==> src/hdl/frp_pkg.sv <==
// Package for the range / flow frame parser.
// Holds frame layout constants, register indexes and the shared stored-byte and result types.
// No dependencies.
package frp_pkg;

  localparam logic [7:0]  START_MARK       = 8'h24;
  localparam logic [15:0] RANGE_CODE_RESET = 16'h1F01;
  localparam logic [15:0] FLOW_CODE_RESET  = 16'h1F02;
  localparam logic [7:0]  POS_MAX          = 8'hFF;
  localparam int          STORE_DEPTH      = 32;

  localparam logic [7:0]  POS_TYPE_LO      = 8'd4;
  localparam logic [7:0]  POS_TYPE_HI      = 8'd5;
  localparam logic [7:0]  POS_QUALITY      = 8'd8;
  localparam logic [7:0]  POS_PAYLOAD      = 8'd9;
  localparam int          PAYLOAD_BYTES    = 8;
  localparam logic [7:0]  POS_PAYLOAD_LAST = POS_PAYLOAD + 8'(PAYLOAD_BYTES - 1);

  localparam int          CFG_INDEX_W      = 8;
  localparam int          CFG_DATA_W       = 16;
  localparam logic [CFG_INDEX_W-1:0] CFG_RANGE_CODE = 8'd0;
  localparam logic [CFG_INDEX_W-1:0] CFG_FLOW_CODE  = 8'd1;

  localparam logic        KIND_RANGE       = 1'b0;
  localparam logic        KIND_FLOW        = 1'b1;

  typedef struct packed {
    logic [7:0]                    type_lo;
    logic [7:0]                    type_hi;
    logic [7:0]                    quality;
    logic [PAYLOAD_BYTES-1:0][7:0] payload;
  } frame_bytes_t;

  typedef struct packed {
    logic               frame_kind;
    logic [7:0]         quality;
    logic signed [31:0] distance;
    logic signed [31:0] flow_dx;
    logic signed [31:0] flow_dy;
  } frame_result_t;

endpackage

==> src/hdl/frp_decode.sv <==
// Frame decoder for the range / flow frame parser.
// Turns the stored frame bytes and the type codes into one result word on a start mark.
// Depends on frp_pkg.
module frp_decode import frp_pkg::*; (
  input  logic [7:0]    rx_byte,
  input  frame_bytes_t  frame,
  input  logic [15:0]   range_code,
  input  logic [15:0]   flow_code,
  output logic          hit,
  output frame_result_t result
);

  logic [15:0] frame_type;
  logic [31:0] word_a;
  logic [31:0] word_b;
  logic        is_start;
  logic        has_payload;
  logic        is_range;
  logic        is_flow;

  assign frame_type  = {frame.type_hi, frame.type_lo};
  assign word_a      = {frame.payload[3], frame.payload[2], frame.payload[1], frame.payload[0]};
  assign word_b      = {frame.payload[7], frame.payload[6], frame.payload[5], frame.payload[4]};
  assign is_start    = (rx_byte == START_MARK);
  assign has_payload = (word_a != 32'd0);
  assign is_range    = (frame_type == range_code);
  assign is_flow     = (frame_type == flow_code) && !is_range;
  assign hit         = is_start && has_payload && (is_range || is_flow);

  always_comb begin
    result.quality = frame.quality;
    if (is_range) begin
      result.frame_kind = KIND_RANGE;
      result.distance   = word_a;
      result.flow_dx    = 32'sd0;
      result.flow_dy    = 32'sd0;
    end else begin
      result.frame_kind = KIND_FLOW;
      result.distance   = 32'sd0;
      result.flow_dx    = word_a;
      result.flow_dy    = word_b;
    end
  end

endmodule

==> src/hdl/flow_range_frame_parser_core.sv <==
// Range / optical flow serial frame parser, top level.
// Byte position tracking, frame byte store, config registers and a two-deep result buffer.
// Depends on frp_pkg and frp_decode.
//
// Usage:
//   in_*  : one received byte per word (in_rx_byte), valid / stall handshake.
//   out_* : one decoded frame per word, valid / stall handshake.
//   cfg_* : register writes (index 0 range type code, index 1 flow type code);
//           cfg_ready is always high, unknown indexes are ignored.
// A byte is taken every cycle while in_stall is low. A start mark (0x24) that
// closes a frame with a known type and a nonzero first payload word yields one
// registered result, held in the output register, or in the skid entry while the
// output waits on out_stall. All other bytes yield nothing.
// The result path is an output register plus one skid entry, so a byte is
// still taken while a result waits on out_stall. in_stall rises only once
// both entries hold results, and drops the cycle after the output is taken.
// Reset (rst_n low, synchronous) clears the position counter, the frame
// bytes and the valid flags of both buffer entries, and loads the default
// type codes. No sweep is needed: bytes are accepted once reset is released.
module flow_range_frame_parser_core import frp_pkg::*; (
  input  logic                   clk,
  input  logic                   rst_n,
  input  logic                   in_valid,
  output logic                   in_stall,
  input  logic [7:0]             in_rx_byte,
  output logic                   out_valid,
  input  logic                   out_stall,
  output logic                   out_frame_kind,
  output logic [7:0]             out_quality,
  output logic signed [31:0]     out_distance,
  output logic signed [31:0]     out_flow_dx,
  output logic signed [31:0]     out_flow_dy,
  input  logic                   cfg_valid,
  output logic                   cfg_ready,
  input  logic [CFG_INDEX_W-1:0] cfg_index,
  input  logic [CFG_DATA_W-1:0]  cfg_data
);

  logic [15:0]   range_code_r;
  logic [15:0]   flow_code_r;
  logic [7:0]    pos_r;
  logic [7:0]    pos_nxt;
  logic [7:0]    pos_inc;
  frame_bytes_t  frame_r;
  frame_bytes_t  frame_nxt;
  logic [2:0]    payload_idx;

  logic          in_fire;
  logic          out_fire;
  logic          dec_hit;
  frame_result_t dec_result;
  logic          res_valid;

  logic          out_valid_r;
  frame_result_t out_r;
  logic          skid_valid_r;
  frame_result_t skid_r;

  assign cfg_ready = 1'b1;
  assign in_stall  = skid_valid_r;
  assign in_fire   = in_valid && !in_stall;
  assign out_fire  = out_valid_r && !out_stall;

  frp_decode u_decode (
    .rx_byte    (in_rx_byte),
    .frame      (frame_r),
    .range_code (range_code_r),
    .flow_code  (flow_code_r),
    .hit        (dec_hit),
    .result     (dec_result)
  );

  assign res_valid   = in_fire && dec_hit;
  assign pos_inc     = (pos_r < POS_MAX) ? pos_r + 8'd1 : pos_r;
  assign payload_idx = 3'(pos_inc - POS_PAYLOAD);

  always_comb begin
    pos_nxt   = pos_r;
    frame_nxt = frame_r;
    if (in_fire) begin
      if (in_rx_byte == START_MARK) begin
        pos_nxt = 8'd0;
      end else begin
        pos_nxt = pos_inc;
        if (pos_inc == POS_TYPE_LO) begin
          frame_nxt.type_lo = in_rx_byte;
        end else if (pos_inc == POS_TYPE_HI) begin
          frame_nxt.type_hi = in_rx_byte;
        end else if (pos_inc == POS_QUALITY) begin
          frame_nxt.quality = in_rx_byte;
        end else if (pos_inc >= POS_PAYLOAD && pos_inc <= POS_PAYLOAD_LAST) begin
          frame_nxt.payload[payload_idx] = in_rx_byte;
        end
      end
    end
  end

  always_ff @(posedge clk) begin
    if (!rst_n) begin
      range_code_r <= RANGE_CODE_RESET;
      flow_code_r  <= FLOW_CODE_RESET;
      pos_r        <= 8'd0;
      frame_r      <= '0;
      out_valid_r  <= 1'b0;
      skid_valid_r <= 1'b0;
    end else begin
      if (cfg_valid && cfg_ready) begin
        unique case (cfg_index)
          CFG_RANGE_CODE: range_code_r <= cfg_data;
          CFG_FLOW_CODE:  flow_code_r  <= cfg_data;
          default: ;
        endcase
      end
      pos_r   <= pos_nxt;
      frame_r <= frame_nxt;
      if (skid_valid_r) begin
        if (out_fire) begin
          out_r        <= skid_r;
          skid_valid_r <= 1'b0;
        end
      end else if (res_valid) begin
        if (!out_valid_r || out_fire) begin
          out_r       <= dec_result;
          out_valid_r <= 1'b1;
        end else begin
          skid_r       <= dec_result;
          skid_valid_r <= 1'b1;
        end
      end else if (out_fire) begin
        out_valid_r <= 1'b0;
      end
    end
  end

  assign out_valid      = out_valid_r;
  assign out_frame_kind = out_r.frame_kind;
  assign out_quality    = out_r.quality;
  assign out_distance   = out_r.distance;
  assign out_flow_dx    = out_r.flow_dx;
  assign out_flow_dy    = out_r.flow_dy;

  a_skid_behind_out: assert property (@(posedge clk) disable iff (!rst_n)
    skid_valid_r |-> out_valid_r)
    else $error("skid entry held without an output word");

  a_start_clears_pos: assert property (@(posedge clk) disable iff (!rst_n)
    in_fire && (in_rx_byte == START_MARK) |=> pos_r == 8'd0)
    else $error("start mark did not clear the byte position");

  a_pos_advance: assert property (@(posedge clk) disable iff (!rst_n)
    in_fire && (in_rx_byte != START_MARK) && (pos_r != POS_MAX)
    |=> pos_r == $past(pos_r) + 8'd1)
    else $error("byte position did not advance");

  a_pos_saturate: assert property (@(posedge clk) disable iff (!rst_n)
    in_fire && (in_rx_byte != START_MARK) && (pos_r == POS_MAX) |=> pos_r == POS_MAX)
    else $error("byte position wrapped");

  a_skid_drain: assert property (@(posedge clk) disable iff (!rst_n)
    skid_valid_r && !out_stall |=> !skid_valid_r && out_valid_r)
    else $error("skid entry not moved to output");

endmodule
==> config.mk <==
export PLATFORM = sky130hd
export DESIGN_NAME = flow_range_frame_parser_core
export DESIGN_NICKNAME = d
export VERILOG_FILES = /design/src/hdl/frp_pkg.sv /design/src/hdl/frp_decode.sv /design/src/hdl/flow_range_frame_parser_core.sv
export SDC_FILE = /design/constraint.sdc
export NUM_CORES = 1
export LEC_CHECK = 0
export BUFFER_PORTS_ARGS = -buffer_cell sky130_fd_sc_hd__buf_4
export CORE_MARGIN = 2
export CORE_UTILIZATION = 55
export CTS_CLUSTER_DIAMETER = 50
export DETAILED_ROUTE_END_ITERATION = 7
export GPL_TIMING_DRIVEN = 0
export PLACE_DENSITY_LB_ADDON = 0.3
export SLEW_MARGIN = 25
export SYNTH_ARGS = -nofsm -noshare
export SYNTH_HDL_FRONTEND = slang
export SYNTH_SLANG_ARGS = --single-unit
==> constraint.sdc <==
create_clock -name clk -period 16.5 [get_ports clk]
set_input_delay 0 -clock clk [delete_from_list [all_inputs] [get_ports clk]]
set_output_delay 0 -clock clk [all_outputs]
set_load 0.01 [all_outputs]
==> results of run 1 <==
==> power by group through the flow <==
stage / combinational (mW) / clock [mW] / sequential [mW]
floorplan: 0.0199 / 0 / 0.911
global placement: 0.0378 / 0 / 0.911
detailed placement: 0.0382 / 0 / 0.911
CTS: 0.0431 / 0.842 / 0.893
global route: 0.0465 / 0.877 / 0.893
finish: 0.0440 / 0.831 / 0.893
==> routing by layer <==
layer | track usage | vias to the layer above | share of wire
met5 | 0 | - | 0
met4 | 0.08608 | 0 | 0.034
met3 | 0.03657 | 87 | 0.050
met2 | 0.3966 | 302 | 0.49
met1 | 0.3062 | 4339 | 0.42
li1 | - | 4170 | -
==> final timing paths <==
path / slack [ns] / end / cells past startpoint
max: 12.62 / out_distance[17]$_DFFE_PP_ / 10
min: 0.07 / flow_code_r[13]$_SDFFE_PN0P_ / 4
max reg2reg: 12.62 / out_distance[17]$_DFFE_PP_ / 10
min reg2reg: 0.45 / frame_r[60]$_SDFFE_PN0P_ / 2
==> through the flow <==
step	area (um2)	cells	power [mW]	util	hold slack, ns
4_1_cts	17170	1603	1.779	0.6858	0.06360
2_1_floorplan	13920	1025	0.9312	-	0.1251
3_5_place_dp	15670	1511	0.9497	0.6258	0.2294
6_report	17170	1603	1.768	0.6858	0.07406
5_1_grt	17170	1603	1.816	0.6858	0.1216
3_3_place_gp	15400	1498	0.9493	0.6153	0.2205
==> cell type report <==
class	instances	area, um2	share of cell area
Buffer	55	250.2	0.01457
Sequential cell	340	8909	0.5188
Inverter	6	22.52	0.001312
Clock inverter	22	246.5	0.01436
Multi-Input combinational cell	624	4762	0.2773
Timing Repair Buffer	182	1573	0.09160
Tap cell	330	412.9	0.02405
Clock buffer	44	994.7	0.05793
==> state kept, by name, summed over array words and instances, names as in the netlist <==
signal / flops
skid_r: 105
frame_r: 88
out_distance: 32
out_flow_dx: 32
out_flow_dy: 32
flow_code_r: 16
range_code_r: 16
out_quality: 8
pos_r: 8
in_stall: 1
out_frame_kind: 1
out_valid: 1
==> repair_timing <==
item / in CTS / in global routing
endpoints found under the hold margin: 45 / 0
hold buffers: 26 / 0
resized for setup: 0 / 0
==> placed cells by master (no fill, tap or decap), drive strengths merged, types with 3 or more instances in the layout <==
master / n
a211oi: 4
a21oi: 22
a31oi: 3
and2: 96
and4: 5
buf: 171
bufinv: 5
clkbuf: 84
clkinv: 15
clkinvlp: 3
dfxtp: 130
dlygate4sd3: 26
edfxtp: 210
ha: 5
inv: 5
mux2: 105
mux2i: 112
nand2: 110
nand3: 17
nand4: 14
nor2: 29
nor3: 6
nor4: 14
o211ai: 3
o21ai: 14
or4b: 3
xnor2: 19
xor2: 16
==> critical path: cells and delay by family, from the launching register on <==
kind	cells	cell delay [ns]
buffers and inverters	5	1.43
DFF	1	0.36
xor gates and xnor gates	1	0.20
and+or+nand+nor	2	0.65
AOI/OAI and AO/OA	2	0.93
==> cell families (layout without fill, tap and decap cells) <==
kind of cell / after synthesis / count (layout) / synth area share
AO/OA/AOI/OAI: 59 / 59 / 0.02841
XOR/XNOR: 36 / 36 / 0.02373
adder cells (fa/ha/maj): 5 / 5 / 0.004495
buffers and inverters: 61 / 309 / 0.01960
flip-flops: 340 / 340 / 0.6401
multiplexers: 217 / 217 / 0.1655
other: 1 / 1 / 0.0002694
AND/OR/NAND/NOR: 306 / 306 / 0.1179
==> results.md, run 1 <==
- Critical path data arrival time: 4.10 ns
- Total global-route track usage: 0.2339
- CTS Root Cell: clkbuf_16
- Async SR Flop Fraction: 0
- Clk buf depth: 3
- Residual DRC: 0
- Tmin final: 3.880 ns
- Slowest CP cell: a221oi_4
- Reg2reg start: frame_r[79]$_SDFFE_PN0P_
- Post-Syn Area: 13,920 um2
- Status: finished, final reports clean
- Req. time, crit path: 16.72 ns
- Die extent in y: 163.1 um
- RSZ-0062 raised after global routing: false
- Clk_lat worst skew: 0.52 ns
- Post-synth top cells: edfxtp_1 (210), dfxtp_1 (130), mux2i_1 (112)
- Synthesized instance count: 1,025
- Vias: 8,898
- Int Pwr: 1.418 mW
- Vias per cell: 5.551
- PortBufs: 143
- Clock Pin Slew Worst Setup and Hold Paths: 0.06 ns
- Clk sink count: 340
- Hold path start: rst_n
- Antenna viol nets, final: 0
- First-pass DRT Iterations: 5
- Slew @ Worst Pin: 0.7670 ns
- Vias in the first global route: 8,745
- Share of the synthesized area in the top cell type: 0.4531
- Sequential share of power: 0.505
- Core ar.: 25,040 um2
- Diodes inserted: 0
- Power Dens Cells: 103.0 nW/um2
- Effective utilization at floorplan: 0.5559
- Avg Cell Area, Syn: 13.58 um2
- GR Overflow Total: 0
- Maximum clock rate: 0.2577 GHz
- Global-route wire length before repair: 47,960 um
- Post-place setup slack: 12.64 ns
- Netlist cell types: 60
- Hold Crit Class: in -> reg
- Share of layout cells above drive strength 1: 0.2757
- Initial antenna violation count: 0
- Comb power frac: 0.025
- Setup TNS: 0 ns
- Switching power: 349.8 uW
- H-Tree Depth: 2
- Lkg Pwr: 6.722 nW
- Final worst setup slack: 12.62 ns
- Cells along the critical path: xor2_1 -> nor4_1 -> and4_1 -> clkbuf_1 -> clkbuf_1 -> o221ai_1 -> a221oi_4 -> buf_6 -> buf_8 -> buf_6
- Peak supply drop: 0.00007173 V
- Number of top-level pins: 145
- Post-CTS setup buffers: 0
- DR iter-0 viols: 608
- # nets final: 1,287
- Fillers: 1,759
- WS Path Type: reg -> reg
- Routed len/inst: 19.25 um
- Sw frac: 0.1978
- Die X: 163.1 um
- Clk pwr share: 0.470
- Ys flop type: edfxtp_1
- Final WL: 30,850 um
- Period utilization: 0.2352
- Top-count cell post-synth: edfxtp_1
- Max-cap violations: 0
- Fin. Hold Viols: 0
- Clock skew: 0.02092 ns
- Max FO, Critical Path: 17
- CTS buffer count: 36
- Routability cong.: 0.8633
- Layout area overhead: 23.36%
- CP endpoint kind: flop
- Crit-path max cell delay: 0.51 ns
- Crit path launch type: flop
- CTS tree: yes
- CP startpoint: frame_r[79]$_SDFFE_PN0P_
- Die ar.: 26,600 um2
- Flops & latches, synth: 340
- Warning count from the yosys run: 0
- DP Wirelength: 20,960 um
- Largest net degree at the start of global routing: 25
- Cell accounting for the most synthesized area: edfxtp_1
- Syn Nets: 1,067
- Post-synth EDFFs: 210
- Rows: 58
- Register area share after synthesis: 0.6401
- Setup Viol. Count Final: 0
- Ranking of synthesized cells by area: edfxtp_1 (45%), dfxtp_1 (19%), mux2_2 (8.5%)
- Final Max Slew Viols: 0
- Slew margin rel.: 0.4886
No activity file was read; power rests on OpenSTA's default activity.
==> inputs of run 2 (changes only) <==
CORE_UTILIZATION = 53   (was 55)
clock period = 3.2 ns   (was 16.5 ns; I/O delays follow)
==> run 2 against run 1 <==
- hold slack better by 0.010 ns
- utilization decreased by 1.5 points
- first-iteration DRC count is 14% higher
- sequential power increased to 5.2 times the previous value
- clock-buffer cell count grew 7
- worst setup slack got worse by 12 ns
- total power grew to 5.1 times the previous value
- design area increased by 1.3%
- clock skew down 0.0054 ns
- wire length is 1.8% lower
- die area is 3.7% higher
==> results.md, run 2 (synthesized netlist as in run 1, its figures left out) <==
- Vias per cell: 5.421
- Residual DRC: 0
- Share of layout cells above drive strength 1: 0.3000
- # nets final: 1,294
- GR Overflow Total: 0
- Post-place setup slack: -0.4717 ns
- Clock Pin Slew Worst Setup and Hold Paths: 0.06 ns
- Reg2reg start: pos_r[0]$_SDFFE_PN0P_
- Fin. Hold Viols: 0
- Commonest non-fill, non-tap cells in the layout: edfxtp_1 (210), buf_4 (157), dfxtp_1 (125)
- Effective utilization at floorplan: 0.5372
- Vias in the first global route: 8,649
- Clock skew: 0.01557 ns
- Capturing point of the worst reg2reg path: frame_r[29]$_SDFFE_PN0P_
- Max-cap violations: 0
- Fin cells: 1,615
- Maximum clock rate: 0.3250 GHz
- Initial antenna violation count: 0
- Crit path launch type: flop
- Total global-route track usage: 0.2177
- Min-Delay Path Depth: 6
- Largest regs: skid_r: 105 flops, frame_r: 88 flops
- Instance area after placement: 15,700 um2
- Clk_lat worst skew: 0.52 ns
- Final Max Slew Viols: 0
- Status: finished, final reports clean
- Tmin final: 3.077 ns
- Routed len/inst: 18.76 um
- Reg with most FFs: skid_r
- Clk buf depth: 3
- Dpl cells: 1,515
- Vias: 8,755
- CTS Root Cell: clkbuf_16
- Die extent in y: 166.1 um
- Setup Viol. Count Final: 0
- Final WL: 30,300 um
- Setup TNS: 0 ns
- Final core utilization: 0.6711
- Hold Crit Class: in -> reg
- Met2 routed WL: 14,660 um
- Period utilization: 0.9614
- Number of top-level pins: 145
- Routed wl met3: 1650 um
- Largest net degree at the start of global routing: 22
- First-pass DRT Iterations: 5
- Peak supply drop: 0.0003347 V
- Rows: 59
- Reg2Reg Depth: 10
- Slew margin rel.: 0.4039
- PortBufs: 143
- Layout area overhead: 24.94%
- Pwr Total: 8.992 mW
- WL met1: 13,420 um
- Lkg Pwr: 6.763 nW
- Commonest non-fill, non-tap cell in the layout: edfxtp_1
- Critical path data arrival time: 3.44 ns
- DP Wirelength: 20,570 um
- Non-Filler Cell Area, Final: 17,390 um2
- CTS buffer count: 36
- Slew @ Worst Pin: 0.8878 ns
- CP startpoint: pos_r[0]$_SDFFE_PN0P_
- R2R setup slack: 0.12 ns
- Clk sink count: 340
- Worst hold slack: 0.08436 ns
- Hold path start: cfg_index[4]
- H-Tree Depth: 2
- Die X: 166.1 um
- Fillers: 1,852
- DR top layer: met4
- Final worst setup slack: 0.1234 ns
- Max FO, Critical Path: 8
- Global-route wire length before repair: 47,860 um
- Worst Hold End: range_code_r[6]$_SDFFE_PN0P_
- Antenna viol nets, final: 0
- Max FFs per register: 105
- Routability cong.: 0.8359
- Die ar.: 27,570 um2
- Core ar.: 25,910 um2
- CP endpoint kind: flop
- Req. time, crit path: 3.57 ns
- Power Dens Cells: 517.1 nW/um2
- WS Path Type: reg -> reg
- CTS tree: yes
- Diodes inserted: 0
- DR iter-0 viols: 692
-- run 2: cell types whose count changed in the layout (fill, tap and decap cells not counted), moves of 3 or more --
cell,before,now
ha_1,5,2
bufinv_16,5,2
dfxtp_1,130,125
clkbuf_8,2,6
nand4_4,0,6
nand4_2,6,0
buf_4,145,157
clkinvlp_4,3,0
dfxtp_2,0,5
-- run 2: power breakdown --
part | switching, mW | internal (mW)
sequential | 0.00555 | 4.60
combinational | 0.152 | 0.100
clock | 1.67 | 2.47
-- run 2: worst max-delay path: stages (launching register included) --
cell and delay, ns:
dfxtp_1 0.40, buf_4 0.20, clkinv_2 0.12, ha_1 0.32
a21oi_2 0.21, buf_4 0.14, ha_2 0.29, a211oi_4 0.40
or4b_4 0.56, buf_6 0.17, mux2i_1 0.12
-- run 2: timing repair --
item | 4_1_cts | 5_1_grt
pin swaps | 2 | 4
buffers inserted | 2 | 9
endpoints found under the setup margin | 103 | 147
resized for setup | 10 | 21
hold endpoints to repair | 47 | 0
hold buffers | 26 | 0
-- run 2: worst max-delay path by stage --
| stage | slack (ns) | endpoint | depth (start not counted) |
|---|---|---|---|
| finish | 0.12 | frame_r[29]$_SDFFE_PN0P_ | 10 |
| global route | -0.03 | frame_r[29]$_SDFFE_PN0P_ | 10 |
| CTS | 0.005 | frame_r[29]$_SDFFE_PN0P_ | 11 |
| detailed placement | -0.47 | frame_r[8]$_SDFFE_PN0P_ | 12 |
| global placement | -2.55 | out_distance[21]$_DFFE_PP_ | 7 |
| floorplan | -1.19 | out_distance[0]$_DFFE_PP_ | 7 |
-- run 2: layer usage --
layer	vias up	global-route usage
met1	4252	0.3034
met3	51	0.03861
met4	0	0.06125
met2	278	0.3540
li1	4174	-
met5	-	0
-- run 2: cell type report --
class                   count  area, um2  area share
plain buffers              52      261.5     0.01504
clock buffers              51       1050     0.06037
clock inverters            15      143.9    0.008275
inverters                   6      23.77    0.001367
multi-input cells         624       4923      0.2831
flip-flops and latches    340       8915      0.5127
well taps                 335      419.2     0.02410
repair buffers            192       1653     0.09505
